$ cat config.mk
export PLATFORM = sky130hd
export DESIGN_NAME = multilevel_feedback_queue_scheduler
export DESIGN_NICKNAME = d
export VERILOG_FILES = /design/src/rtl/mlfq_pkg.sv /design/src/rtl/mlfq_ram.sv /design/src/rtl/multilevel_feedback_queue_scheduler.sv
export SDC_FILE = /design/constraint.sdc
export NUM_CORES = 1
export LEC_CHECK = 0
export BUFFER_PORTS_ARGS = -buffer_cell sky130_fd_sc_hd__buf_4
export CORE_MARGIN = 2
export CORE_UTILIZATION = 55
export CTS_BUF_LIST = sky130_fd_sc_hd__clkbuf_2 sky130_fd_sc_hd__clkbuf_4 sky130_fd_sc_hd__clkbuf_8
export DETAILED_ROUTE_END_ITERATION = 8
export PLACE_DENSITY = 0.76
export SETUP_SLACK_MARGIN = 0.05
export SKIP_CTS_REPAIR_TIMING = 1
export SLEW_MARGIN = 20
export SYNTH_ARGS = -nofsm -noshare
export SYNTH_HDL_FRONTEND = slang
export SYNTH_HIERARCHICAL = 1
export SYNTH_SLANG_ARGS = --single-unit
$ cat constraint.sdc
create_clock -name clock -period 13.8 [get_ports clock]
set_clock_uncertainty 0.2 [all_clocks]
set_input_delay 1.38 -clock clock [delete_from_list [all_inputs] [get_ports clock]]
set_output_delay 1.38 -clock clock [all_outputs]
set_load 0.01 [all_outputs]
$ cat src/rtl/mlfq_pkg.sv
// Package: constants, codes and state type of the feedback queue scheduler.
`timescale 1ns / 1ps
package mlfq_pkg;

   localparam int MAX_THREADS_DEF = 16;
   localparam int LEVELS_DEF      = 15;

   localparam int BASE_W   = 20;
   localparam int PERIOD_W = 32;
   localparam int QUANT_W  = 24;
   localparam int ID_W     = 4;
   localparam int MUL_W    = 26;

   localparam logic [BASE_W-1:0]   BASE_RESET   = 20'd20000;
   localparam logic [PERIOD_W-1:0] PERIOD_RESET = 32'd10000000;
   localparam logic [QUANT_W-1:0]  QUANT_MAX    = 24'hFFFFFF;

   typedef enum logic [2:0] {
      ACT_QEND   = 3'd0,
      ACT_YIELD  = 3'd1,
      ACT_EXIT   = 3'd2,
      ACT_JOIN   = 3'd3,
      ACT_MUTEX  = 3'd4,
      ACT_CREATE = 3'd5,
      ACT_WAKE   = 3'd6,
      ACT_NOP    = 3'd7
   } action_type;

   typedef enum logic [2:0] {
      ST_SWITCH   = 3'd0,
      ST_KEEP     = 3'd1,
      ST_NONE     = 3'd2,
      ST_DEADLOCK = 3'd3,
      ST_ACCEPTED = 3'd4,
      ST_FULL     = 3'd5
   } status_type;

   typedef enum logic [0:0] {
      CSR_BASE_QUANTUM = 1'b0,
      CSR_BOOST_PERIOD = 1'b1
   } csr_index_type;

   typedef enum logic [3:0] {
      S_IDLE,
      S_CREATE,
      S_WAKE,
      S_ACC_SLICE,
      S_ACC,
      S_BSCAN,
      S_BPOP,
      S_EVENT,
      S_PICK,
      S_POP,
      S_REQUEUE,
      S_OUT_SLICE,
      S_OUT
   } state_type;

endpackage

$ cat src/rtl/mlfq_ram.sv
// Generic single-write, single-read RAM with registered read data.
`timescale 1ns / 1ps
module mlfq_ram #(
   parameter int WIDTH = 4,
   parameter int DEPTH = 16
) (
   input  logic                     clock,
   input  logic                     wr_en,
   input  logic [$clog2(DEPTH)-1:0] wr_addr,
   input  logic [WIDTH-1:0]         wr_data,
   input  logic [$clog2(DEPTH)-1:0] rd_addr,
   output logic [WIDTH-1:0]         rd_data
);

   logic [WIDTH-1:0] mem_ff [DEPTH];
   logic [WIDTH-1:0] rd_data_ff;

   always_ff @(posedge clock) begin
      if (wr_en) begin
         mem_ff[wr_addr] <= wr_data;
      end
      rd_data_ff <= mem_ff[rd_addr];
   end

   assign rd_data = rd_data_ff;

endmodule

$ cat src/rtl/multilevel_feedback_queue_scheduler.sv
// Top level: multilevel feedback queue thread scheduler.
`timescale 1ns / 1ps
// Usage
//   req_*  : one scheduling request per handshake. req_tuser carries the
//            action; req_tdata carries thread_id, time_left, boost_to_top.
//   rsp_*  : one result per request: status in rsp_tuser, next thread,
//            quantum and new thread id in rsp_tdata.
//   csr_*  : register writes (index 0 base_quantum, 1 boost_period); write
//            only while no request is in flight. Always ready.
// Sequence
//   One request at a time. create and wake each run their own state, the unused
//   action loads the slice; a scheduling event runs accumulate, an optional
//   priority boost, event, pick, pop (when a thread is queued), a requeue for
//   a yield and, when a thread is scheduled, the slice load. The boost walk
//   scans levels 1..LEVELS-1 and moves each queued thread to level 0 through
//   the link RAM read; it sets the worst case.
// Reset
//   Synchronous, active high: only thread 0 exists and runs, all queues
//   empty, accumulator zero, registers at their defaults. The link RAM
//   needs no clearing pass.
// Stalls
//   The result sits in an output register; the next request is accepted
//   while it waits. A finished result that finds the register occupied
//   holds until rsp_tready frees it.
module multilevel_feedback_queue_scheduler
   import mlfq_pkg::*;
#(
   parameter int MAX_THREADS = MAX_THREADS_DEF,
   parameter int LEVELS      = LEVELS_DEF
) (
   input  logic        clock,
   input  logic        reset,
   input  logic        req_tvalid,
   output logic        req_tready,
   // [3:0] thread_id, [27:4] time_left, [28] boost_to_top, [31:29] zero
   input  logic [31:0] req_tdata,
   // [2:0] action
   input  logic [2:0]  req_tuser,
   output logic        rsp_tvalid,
   input  logic        rsp_tready,
   // [3:0] next_thread, [27:4] quantum, [31:28] new_thread_id
   output logic [31:0] rsp_tdata,
   // [2:0] status
   output logic [2:0]  rsp_tuser,
   input  logic        csr_valid,
   output logic        csr_ready,
   input  logic        csr_index,
   input  logic [31:0] csr_data
);

   localparam int TID_W = $clog2(MAX_THREADS);
   localparam int LVL_W = $clog2(LEVELS);

   state_type state_ff, state_in;

   // latched request
   action_type          action_ff;
   logic [ID_W-1:0]     tid_ff;
   logic [QUANT_W-1:0]  tleft_ff;
   logic                top_ff;

   // registers
   logic [BASE_W-1:0]   base_ff;
   logic [PERIOD_W-1:0] period_ff;

   // queue state (links live in the RAM)
   logic [TID_W-1:0]    head_ff [LEVELS];
   logic [TID_W-1:0]    tail_ff [LEVELS];
   logic [LEVELS-1:0]   nonempty_ff;
   logic [LVL_W-1:0]    level_ff [MAX_THREADS];
   logic [MAX_THREADS-1:0] inuse_ff;
   logic [MAX_THREADS-1:0] queued_ff;
   logic [TID_W-1:0]    running_ff;
   logic [TID_W-1:0]    prev_ff;
   logic [PERIOD_W-1:0] elapsed_ff;
   logic [QUANT_W-1:0]  slice_ff;
   logic [LVL_W-1:0]    bl_ff;
   logic [LVL_W-1:0]    pick_ff;
   status_type          status_ff;
   logic [ID_W-1:0]     newid_ff;

   // output register
   logic                rsp_valid_ff;
   logic [31:0]         rsp_data_ff;
   logic [2:0]          rsp_user_ff;

   // link RAM ports
   logic                link_we;
   logic [TID_W-1:0]    link_waddr, link_raddr, link_rdata;

   // push helper
   logic                push_en;
   logic [TID_W-1:0]    push_tid;
   logic [LVL_W-1:0]    push_lvl;

   logic                req_fire;
   logic [TID_W-1:0]    tid_idx;
   logic                wake_ok;
   logic                free_any;
   logic [TID_W-1:0]    free_id;
   logic [LVL_W-1:0]    top_lvl;
   logic [LVL_W-1:0]    run_lvl, dem_lvl;
   logic [5:0]          lvl_p1;
   logic [MUL_W-1:0]    prod;
   logic [QUANT_W-1:0]  slice_sat;
   logic [QUANT_W-1:0]  used;
   logic [PERIOD_W:0]   sum;
   logic [PERIOD_W-1:0] sum_sat;
   logic [TID_W-1:0]    pop_tid;
   logic [TID_W-1:0]    boost_tid;

   assign req_fire   = req_tvalid && req_tready;
   assign req_tready = (state_ff == S_IDLE);
   assign csr_ready  = 1'b1;
   assign rsp_tvalid = rsp_valid_ff;
   assign rsp_tdata  = rsp_data_ff;
   assign rsp_tuser  = rsp_user_ff;

   assign tid_idx = TID_W'(tid_ff);
   assign wake_ok = (9'(tid_ff) < 9'(MAX_THREADS)) && inuse_ff[tid_idx] &&
                    (tid_idx != running_ff) && !queued_ff[tid_idx];

   // lowest free id and lowest-numbered (highest priority) non-empty level
   always_comb begin
      free_any = 1'b0;
      free_id  = '0;
      for (int i = MAX_THREADS - 1; i >= 0; i--) begin
         if (!inuse_ff[i]) begin
            free_any = 1'b1;
            free_id  = TID_W'(i);
         end
      end
   end

   always_comb begin
      top_lvl = '0;
      for (int i = LEVELS - 1; i >= 0; i--) begin
         if (nonempty_ff[i]) begin
            top_lvl = LVL_W'(i);
         end
      end
   end

   // slice of the running thread's level, saturated to the quantum width
   assign run_lvl   = level_ff[running_ff];
   assign lvl_p1    = 6'(run_lvl) + 6'd1;
   assign prod      = MUL_W'(base_ff) * MUL_W'(lvl_p1);
   assign slice_sat = (|prod[MUL_W-1:QUANT_W]) ? QUANT_MAX : prod[QUANT_W-1:0];
   assign dem_lvl   = ((LVL_W+1)'(run_lvl) + (LVL_W+1)'(1) < (LVL_W+1)'(LEVELS)) ?
                      run_lvl + LVL_W'(1) : run_lvl;

   // time accounting
   assign used    = (tleft_ff > slice_ff) ? '0 : slice_ff - tleft_ff;
   assign sum     = (PERIOD_W+1)'(elapsed_ff) + (PERIOD_W+1)'(used);
   assign sum_sat = sum[PERIOD_W] ? '1 : sum[PERIOD_W-1:0];

   assign pop_tid   = head_ff[pick_ff];
   assign boost_tid = head_ff[bl_ff];

   // push request per state
   always_comb begin
      push_en  = 1'b0;
      push_tid = '0;
      push_lvl = '0;
      case (state_ff)
         S_CREATE: begin
            push_en  = free_any;
            push_tid = free_id;
         end
         S_WAKE: begin
            push_en  = wake_ok;
            push_tid = tid_idx;
            push_lvl = top_ff ? '0 : level_ff[tid_idx];
         end
         S_BPOP: begin
            push_en  = 1'b1;
            push_tid = boost_tid;
         end
         S_EVENT: begin
            push_en  = (action_ff == ACT_QEND);
            push_tid = running_ff;
            push_lvl = dem_lvl;
         end
         S_REQUEUE: begin
            push_en  = 1'b1;
            push_tid = prev_ff;
            push_lvl = level_ff[prev_ff];
         end
         default: begin
            push_en = 1'b0;
         end
      endcase
   end

   assign link_we    = push_en && nonempty_ff[push_lvl];
   assign link_waddr = tail_ff[push_lvl];
   assign link_raddr = (state_ff == S_BSCAN) ? head_ff[bl_ff] : head_ff[top_lvl];

   mlfq_ram #(
      .WIDTH (TID_W),
      .DEPTH (MAX_THREADS)
   ) u_link (
      .clock   (clock),
      .wr_en   (link_we),
      .wr_addr (link_waddr),
      .wr_data (push_tid),
      .rd_addr (link_raddr),
      .rd_data (link_rdata)
   );

   // state register
   always_ff @(posedge clock) begin
      if (reset) begin
         state_ff <= S_IDLE;
      end else begin
         state_ff <= state_in;
      end
   end

   // next state
   always_comb begin
      state_in = state_ff;
      unique case (state_ff)
         S_IDLE: begin
            if (req_fire) begin
               case (action_type'(req_tuser))
                  ACT_CREATE: state_in = S_CREATE;
                  ACT_WAKE:   state_in = S_WAKE;
                  ACT_NOP:    state_in = S_OUT_SLICE;
                  default:    state_in = S_ACC_SLICE;
               endcase
            end
         end
         S_CREATE:    state_in = S_OUT;
         S_WAKE:      state_in = S_OUT;
         S_ACC_SLICE: state_in = S_ACC;
         S_ACC:       state_in = (sum_sat >= period_ff) ? S_BSCAN : S_EVENT;
         S_BSCAN: begin
            if (nonempty_ff[bl_ff]) begin
               state_in = S_BPOP;
            end else if (32'(bl_ff) == LEVELS - 1) begin
               state_in = S_EVENT;
            end
         end
         S_BPOP:  state_in = S_BSCAN;
         S_EVENT: state_in = S_PICK;
         S_PICK: begin
            if (nonempty_ff != '0) begin
               state_in = S_POP;
            end else if (action_ff == ACT_YIELD) begin
               state_in = S_OUT_SLICE;
            end else begin
               state_in = S_OUT;
            end
         end
         S_POP:       state_in = (action_ff == ACT_YIELD) ? S_REQUEUE : S_OUT_SLICE;
         S_REQUEUE:   state_in = S_OUT_SLICE;
         S_OUT_SLICE: state_in = S_OUT;
         S_OUT: begin
            if (!rsp_valid_ff || rsp_tready) begin
               state_in = S_IDLE;
            end
         end
         default: state_in = S_IDLE;
      endcase
   end

   // control state with reset
   always_ff @(posedge clock) begin
      if (reset) begin
         base_ff      <= BASE_RESET;
         period_ff    <= PERIOD_RESET;
         nonempty_ff  <= '0;
         inuse_ff     <= MAX_THREADS'(1);
         queued_ff    <= '0;
         running_ff   <= '0;
         elapsed_ff   <= '0;
         rsp_valid_ff <= 1'b0;
         for (int i = 0; i < MAX_THREADS; i++) begin
            level_ff[i] <= '0;
         end
      end else begin
         if (csr_valid && csr_ready) begin
            unique case (csr_index_type'(csr_index))
               CSR_BASE_QUANTUM: base_ff   <= csr_data[BASE_W-1:0];
               CSR_BOOST_PERIOD: period_ff <= csr_data;
               default:          base_ff   <= base_ff;
            endcase
         end

         if (rsp_valid_ff && rsp_tready) begin
            rsp_valid_ff <= 1'b0;
         end

         case (state_ff)
            S_CREATE: begin
               if (free_any) begin
                  inuse_ff[free_id] <= 1'b1;
                  level_ff[free_id] <= '0;
               end
            end
            S_WAKE: begin
               if (wake_ok && top_ff) begin
                  level_ff[tid_idx] <= '0;
               end
            end
            S_ACC: begin
               elapsed_ff <= (sum_sat >= period_ff) ? '0 : sum_sat;
            end
            S_BPOP: begin
               // pop the boost level head; the push below requeues it at level 0
               if (boost_tid == tail_ff[bl_ff]) begin
                  nonempty_ff[bl_ff] <= 1'b0;
               end
               level_ff[boost_tid] <= '0;
            end
            S_EVENT: begin
               if (action_ff == ACT_QEND) begin
                  level_ff[running_ff] <= dem_lvl;
               end
            end
            S_POP: begin
               if (pop_tid == tail_ff[pick_ff]) begin
                  nonempty_ff[pick_ff] <= 1'b0;
               end
               queued_ff[pop_tid] <= 1'b0;
               running_ff         <= pop_tid;
               if (action_ff == ACT_EXIT) begin
                  inuse_ff[prev_ff] <= 1'b0;
               end
            end
            S_OUT: begin
               if (!rsp_valid_ff || rsp_tready) begin
                  rsp_valid_ff <= 1'b1;
               end
            end
            default: begin
               elapsed_ff <= elapsed_ff;
            end
         endcase

         // tail push, last so it wins over the pop in the boost walk
         if (push_en) begin
            nonempty_ff[push_lvl] <= 1'b1;
            queued_ff[push_tid]   <= 1'b1;
         end
      end
   end

   // payload and queue pointers, no reset
   always_ff @(posedge clock) begin
      if (req_fire) begin
         action_ff <= action_type'(req_tuser);
         tid_ff    <= req_tdata[3:0];
         tleft_ff  <= req_tdata[27:4];
         top_ff    <= req_tdata[28];
         newid_ff  <= '0;
         slice_ff  <= '0;
      end

      case (state_ff)
         S_CREATE: begin
            status_ff <= free_any ? ST_ACCEPTED : ST_FULL;
            newid_ff  <= free_any ? ID_W'(free_id) : '0;
         end
         S_WAKE:      status_ff <= ST_ACCEPTED;
         S_ACC_SLICE: slice_ff  <= slice_sat;
         S_ACC:       bl_ff     <= LVL_W'(1);
         S_BSCAN: begin
            if (!nonempty_ff[bl_ff] && 32'(bl_ff) != LEVELS - 1) begin
               bl_ff <= bl_ff + LVL_W'(1);
            end
         end
         S_BPOP: begin
            if (boost_tid != tail_ff[bl_ff]) begin
               head_ff[bl_ff] <= link_rdata;
            end
         end
         S_EVENT: prev_ff <= running_ff;
         S_PICK: begin
            pick_ff  <= top_lvl;
            slice_ff <= '0;
            case (action_ff)
               ACT_YIELD: status_ff <= ST_KEEP;
               ACT_EXIT:  status_ff <= ST_NONE;
               default:   status_ff <= ST_DEADLOCK;
            endcase
         end
         S_POP: begin
            if (pop_tid != tail_ff[pick_ff]) begin
               head_ff[pick_ff] <= link_rdata;
            end
            status_ff <= (pop_tid == prev_ff) ? ST_KEEP : ST_SWITCH;
         end
         S_OUT_SLICE: begin
            slice_ff <= slice_sat;
            if (action_ff == ACT_NOP) begin
               status_ff <= ST_KEEP;
            end
         end
         S_OUT: begin
            if (!rsp_valid_ff || rsp_tready) begin
               rsp_user_ff <= status_ff;
               rsp_data_ff <= {newid_ff, slice_ff, ID_W'(running_ff)};
            end
         end
         default: begin
            pick_ff <= pick_ff;
         end
      endcase

      if (push_en) begin
         if (!nonempty_ff[push_lvl]) begin
            head_ff[push_lvl] <= push_tid;
         end
         tail_ff[push_lvl] <= push_tid;
      end
   end

endmodule

==> results by group, run 1 <==
STA
  – Final Max Slew Viols: 0
  – Unrepaired setup endpoints after global routing: false
  – Peak Freq: 96.39 MHz
  – Sum Neg Setup Slack: 0 ns
  – Final min period: 10.37 ns
  – Final Hold Violating Endpoints: 0
  – Crit share post-route: 0.7518
  – Setup violators final: 0
  – Slew headroom: 0.2573
  – Worst-Margin Slew: 1.113 ns

Worst setup path
  – CP Launch Type: flop
  – Critical path endpoint category: flop
  – Arr. time, crit path: 10.80 ns
  – Cell mode on critical path: a21oi_1
  – CP Max Fanout: 23
  – CP max-delay cell: o21a_1
  – Critical Path RT: 14.23 ns
  – Slowest stage delay, CP: 0.67 ns
  – R2R cell count: 37
  – Crit path kind: flop to flop

Logic synthesis
  – Post-Synthesis Cells: 3,101
  – Synth Register Bits: 522
  – Sequential share of the synthesized area: 0.4285
  – Mapped Avg Cell Area: 10.56 um2
  – Top FF cell, synth: edfxtp_1
  – Synthesized area: 0.03275 mm2
  – Share of the synthesized area in the top cell type: 0.3282
  – EDFF count, synth: 358
  – Syn Nets: 3,348
  – Post-synth ARST share: 0
  – Top post-synthesis cells by area: edfxtp_1 33%, dfxtp_1 10%, mux4_2 8.1%
  – Synth warnings: 6
  – Post-synth top area cell: edfxtp_1
  – Most numerous cell in the Yosys netlist: nand2_1
  – Commonest cells post-synth: 378 x nand2_1, 358 x edfxtp_1, 228 x a21oi_1
  – Yosys cell types: 102

Global route
  – First-pass GRT wire length: 143,900 um
  – Initial antenna violation count: 3
  – Number of global-route vias before repair: 25.12k
  – All-Layer GR Usage: 0.3053
  – GR Overflow Total: 0
  – Largest net degree at the start of global routing: 79

Final layout
  – Area Growth Syn to Fin: 9.860%
  – Fin area: 0.03598 mm2
  – Share of cells above drive strength 1: 0.1697
  – Fill count: 4,774
  – Nets: 3,410

Place
  – Placed Area: 0.03405 mm2
  – Routability cong.: 0.9856
  – IO Port Bufs: 106
  – Post-DP HPWL: 68,150 um

Drt
  – Via count: 25.82k
  – 1st-iter DRT viols: 2,979
  – Via/cell ratio: 6.438
  – Wire per inst: 23.36 um
  – Total Wirelength: 93,680 um
  – DRT antenna net count: 0
  – Number of remaining DRC errors: 0
  – Drt first pass iters: 6

Outcome
  – Status: completed

CTS
  – Inserted Clock Buffers: 91
  – Worst skew pair latency: 0.72 ns
  – CTS sink count: 522
  – Clk pin slew, worst setup/hold paths: 0.06 ns
  – Clock Tree Buf Depth: 3
  – CTS tree: built
  – CTS root buffer: clkbuf_8
  – Htree depth: 3

Die
  – Starting density of the core: 0.5560
  – Core Region: 0.05891 mm2
  – I/O pin cnt: 111
  – Row count: 89
  – Die Y: 248.0 um
  – Die W: 248.0 um
  – Die area: 0.06152 mm2

Power
  – LEAKAGE: 14.11 nW
  – Peak VDD IR: 172.2 uV
  – Pwr/cell area: 183.1 mW/mm2

Worst hold path
  – Worst hold path type: flop to flop
  – Worst hold stages: 0

Flow run
  – Max_cap viols: 0
-- cells by family (layout without fill, tap and decap cells) --
| logic type | count (synthesis) | after routing | share of synthesized area |
|---|---|---|---|
| AOI/OAI and AO/OA | 660 | 660 | 0.1281 |
| muxes | 315 | 315 | 0.1514 |
| other | 1 | 4 | 0.0001145 |
| buffers and inverters | 342 | 476 | 0.04279 |
| DFF | 522 | 522 | 0.4285 |
| adders and majority gates | 174 | 174 | 0.07931 |
| and+or+nand+nor | 1008 | 1008 | 0.1488 |
| xor gates and xnor gates | 79 | 79 | 0.02113 |
-- final timing paths --
path / endpoint / startpoint / slack (ns)
worst max-delay path: elapsed_ff[31] / slice_ff[0] / 3.43
worst min-delay path: rsp_tuser[2] / status_ff[2] / 0.23
worst max register to register: elapsed_ff[31] / slice_ff[0] / 3.43
worst min register to register: rsp_tuser[2] / status_ff[2] / 0.23
-- critical path, delay by kind of cell, from the launching register on --
kind	cells	cell delay (ns)
AOI/OAI and AO/OA	21	6.08
and+or+nand+nor	8	1.66
adders and majority gates	5	1.51
buffers and inverters	3	0.43
DFF	1	0.38
-- sequential cells by signal (all words and copies together), names as in the netlist, 15 cells and up, named ones only --
register	count
slice_ff	24
period_ff	32
base_ff	20
inuse_ff	16
tleft_ff	24
u_link/mem_ff	64
level_ff	64
elapsed_ff	32
head_ff	60
tail_ff	60
queued_ff	16
rsp_tdata	32
nonempty_ff	15
-- final cells by class --
| cell class | count | area, um2 | share of cell area |
|---|---|---|---|
| inverters | 170 | 638.1 | 0.01773 |
| clock buffers | 132 | 1617 | 0.04493 |
| repair buffers | 141 | 1059 | 0.02942 |
| diodes | 3 | 7.507 | 0.0002086 |
| well taps | 773 | 967.2 | 0.02688 |
| multi-input cells | 2237 | 17360 | 0.4825 |
| flip-flops and latches | 522 | 14040 | 0.3902 |
| clock inverters | 33 | 292.8 | 0.008137 |
-- metal layers --
layer,vias to the layer above,global-route usage,share of wire
met2,1434,0.4893,0.46
li1,11550,-,-
met1,12590,0.4079,0.40
met5,-,0,0.00014
met4,2,0.1326,0.042
met3,250,0.05591,0.095
-- power breakdown --
part | switching (mW) | internal [mW] | leakage (nW)
combinational | 1.72 | 1.15 | 8.38
sequential | 0.251 | 1.96 | 4.71
clock | 0.670 | 0.833 | 1.01
-- layout by cell type, fill, tap and decap left out, drive strengths merged, types with 32 or more instances in the layout --
cell type | synthesis | layout
nor3 | 45 | 45
buf | 48 | 141
nand2b | 59 | 59
a21oi | 229 | 229
nor2b | 58 | 58
nor2 | 213 | 213
xor2 | 47 | 47
ha | 118 | 118
nand3 | 50 | 50
edfxtp | 358 | 358
o21ai | 136 | 136
dfxtp | 164 | 164
nand2 | 383 | 383
clkbuf | 124 | 132
mux4 | 132 | 132
mux2 | 80 | 80
mux2i | 103 | 103
fa | 56 | 56
and2 | 46 | 46
xnor2 | 32 | 32
inv | 169 | 174
-- metrics by stage --
| stage | util | std cells | total power, mW | hold WS (ns) | setup WS, ns |
|---|---|---|---|---|---|
| finish | 0.6108 | 4011 | 6.588 | 0.2306 | 3.426 |
| detailed placement | 0.5780 | 3843 | 5.041 | 0.2093 | 3.567 |
| floorplan | - | 3101 | 4.214 | 0.2003 | 5.352 |
| global route | 0.6107 | 4009 | 6.924 | 0.2353 | 2.734 |
| global placement | 0.5780 | 3843 | 4.951 | 0.2066 | 3.727 |
| CTS | 0.6104 | 4008 | 6.554 | 0.2265 | 3.507 |
(Power assumes the default switching activity.)
==> inputs of run 2 (changes only) <==
Clock period 13.8 ns to 10.6 ns, I/O delays scaled along.
==> results by group, run 2 (synthesized netlist as in run 1, its figures left out) <==
Power
  – Final Power: 8.543 mW (was 6.588 mW)
  – Pwr/cell area: 237.5 mW/mm2 (was 183.1 mW/mm2)
  – LEAKAGE: 14.11 nW (about the same)
  – Peak VDD IR: 188.0 uV (was 172.2 uV)

Final layout
  – Fin area: 0.03597 mm2 (was 0.03598 mm2)
  – Area Growth Syn to Fin: 9.833% (was 9.860%)
  – Largest registers: level_ff: 64 flops, u_link/mem_ff: 64 flops (unchanged)
  – Nets: 3,412 (was 3,410)
  – Leading cell type in the layout, fill and taps excluded: nand2_1 (unchanged)
  – Share of cells above drive strength 1: 0.1704 (was 0.1697)
  – Commonest non-fill, non-tap cells in the layout: 377 x nand2_1, 358 x edfxtp_1, 226 x a21oi_1, 207 x nor2_1, 166 x inv_1 (unchanged)

Drt
  – DRT antenna net count: 0 (unchanged)
  – Wire per inst: 23.37 um (was 23.36 um)
  – Routed wl met3: 9258 um (was 8904 um)
  – 1st-iter DRT viols: 2,638 (was 2,979)
  – Drt first pass iters: 6 (unchanged)
  – Via count: 25.92k (was 25.82k)
  – Via/cell ratio: 6.456 (was 6.438)
  – Total Wirelength: 93,820 um (was 93,680 um)
  – Wire length on met1: 37,140 um (was 37,540 um)
  – Number of remaining DRC errors: 0 (unchanged)
  – WL met2: 43,390 um (was 43,260 um)
  – Top Layer Used: met4 (was met5)

STA
  – Setup violators final: 0 (unchanged)
  – Hold Slack: 0.2181 ns (was 0.2306 ns)
  – Sum Neg Setup Slack: 0 ns (unchanged)
  – Unrepaired setup endpoints after global routing: false (unchanged)
  – Peak Freq: 103.0 MHz (was 96.39 MHz)
  – Final Max Slew Viols: 0 (unchanged)
  – Slew headroom: 0.2285 (was 0.2573)
  – Crit share post-route: 0.9162 (was 0.7518)
  – Final min period: 9.712 ns (was 10.37 ns)
  – Worst-Margin Slew: 1.156 ns (was 1.113 ns)
  – Final Hold Violating Endpoints: 0 (unchanged)

Worst setup path
  – CP max-delay cell: a2111oi_0 (was o21a_1)
  – Critical Path RT: 11.03 ns (was 14.23 ns)
  – Arr. time, crit path: 10.14 ns (was 10.80 ns)
  – Cell mode on critical path: a21oi_1 (unchanged)
  – Crit path kind: flop to flop (unchanged)
  – CP Launch Type: flop (unchanged)
  – Slowest stage delay, CP: 0.51 ns (was 0.67 ns)
  – Critical path endpoint category: flop (unchanged)
  – CP Max Fanout: 12 (was 23)

Outcome
  – Status: completed (unchanged)

Die
  – Starting density of the core: 0.5560 (unchanged)
  – Die area: 0.06152 mm2 (unchanged)
  – Row count: 89 (unchanged)
  – Core Region: 0.05891 mm2 (unchanged)
  – I/O pin cnt: 111 (unchanged)
  – Die W: 248.0 um (unchanged)
  – Die Y: 248.0 um (unchanged)

Place
  – Placed Area: 0.03407 mm2 (was 0.03405 mm2)
  – IO Port Bufs: 106 (unchanged)
  – Routability cong.: 1.003 (was 0.9856)
  – Post-DP HPWL: 68,270 um (was 68,150 um)

CTS
  – CTS tree: built (unchanged)
  – Inserted Clock Buffers: 88 (was 91)
  – Htree depth: 3 (unchanged)
  – Clock Tree Buf Depth: 3 (unchanged)
  – Clk pin slew, worst setup/hold paths: 0.07 ns (was 0.06 ns)
  – Worst skew pair latency: 0.72 ns (about the same)
  – CTS sink count: 522 (unchanged)
  – CTS root buffer: clkbuf_8 (unchanged)

Global route
  – Number of global-route vias before repair: 25.45k (was 25.12k)
  – Largest net degree at the start of global routing: 78 (was 79)
  – GR Overflow Total: 0 (unchanged)
  – First-pass GRT wire length: 143,800 um (was 143,900 um)
  – All-Layer GR Usage: 0.3056 (was 0.3053)
  – Initial antenna violation count: 1 (was 3)

Worst hold path
  – Worst hold path type: flop to flop (unchanged)

Flow run
  – Max_cap viols: 0 (unchanged)
-- run 2: cell types whose count changed in the layout (fill, tap and decap cells not counted), sizes merged --
cell,previous run,this run
clkbuf,132,137
buf,141,146
clkinv,23,20
inv,174,173
bufinv,4,2
-- run 2: through the flow --
stage / instances / worst slack, ns / util
2_1_floorplan: 3101 / 2.152 / -
3_3_place_gp: 3845 / 0.9592 / 0.5782
3_5_place_dp: 3845 / 0.7707 / 0.5783
4_1_cts: 4009 / 0.6914 / 0.6100
5_1_grt: 4014 / 0.1702 / 0.6106
6_report: 4015 / 0.8884 / 0.6107
-- run 2: layout make-up --
type | count | area [um2]
timing repair buffer | 146 | 1096
fill | 4689 | 22930
clock inverter | 27 | 211.5
antenna | 3 | 7.507
sequential | 522 | 14040
multi-input combinational | 2237 | 17360
tap | 773 | 967.2
inverter | 170 | 638.1
clock buffer | 137 | 1654
-- run 2: per-layer routing --
layer / GRT usage / up-vias
li1: - / 11550
met5: 0 / -
met2: 0.4899 / 1475
met4: 0.1319 / 0
met3: 0.05548 / 250
met1: 0.4092 / 12650
-- run 2: final timing paths --
path,startpoint,to,slack (ns),depth (start not counted)
min,status_ff[0],rsp_tuser[0],0.22,0
max reg2reg,slice_ff[0],elapsed_ff[31],0.89,37
max,slice_ff[0],elapsed_ff[31],0.89,37
min reg2reg,status_ff[0],rsp_tuser[0],0.22,0
-- run 2: power by group --
group | internal (mW) | switching (mW)
Combinational | 1.51 | 2.27
Clock | 1.05 | 0.857
Sequential | 2.56 | 0.307
-- run 2: worst max-delay path, delay by kind of cell (launching register included) --
family	cells	cell delay [ns]
compound gates	22	6.03
fa+ha+maj	5	1.40
buf+inv	3	0.34
flops	1	0.39
simple gates	7	1.26
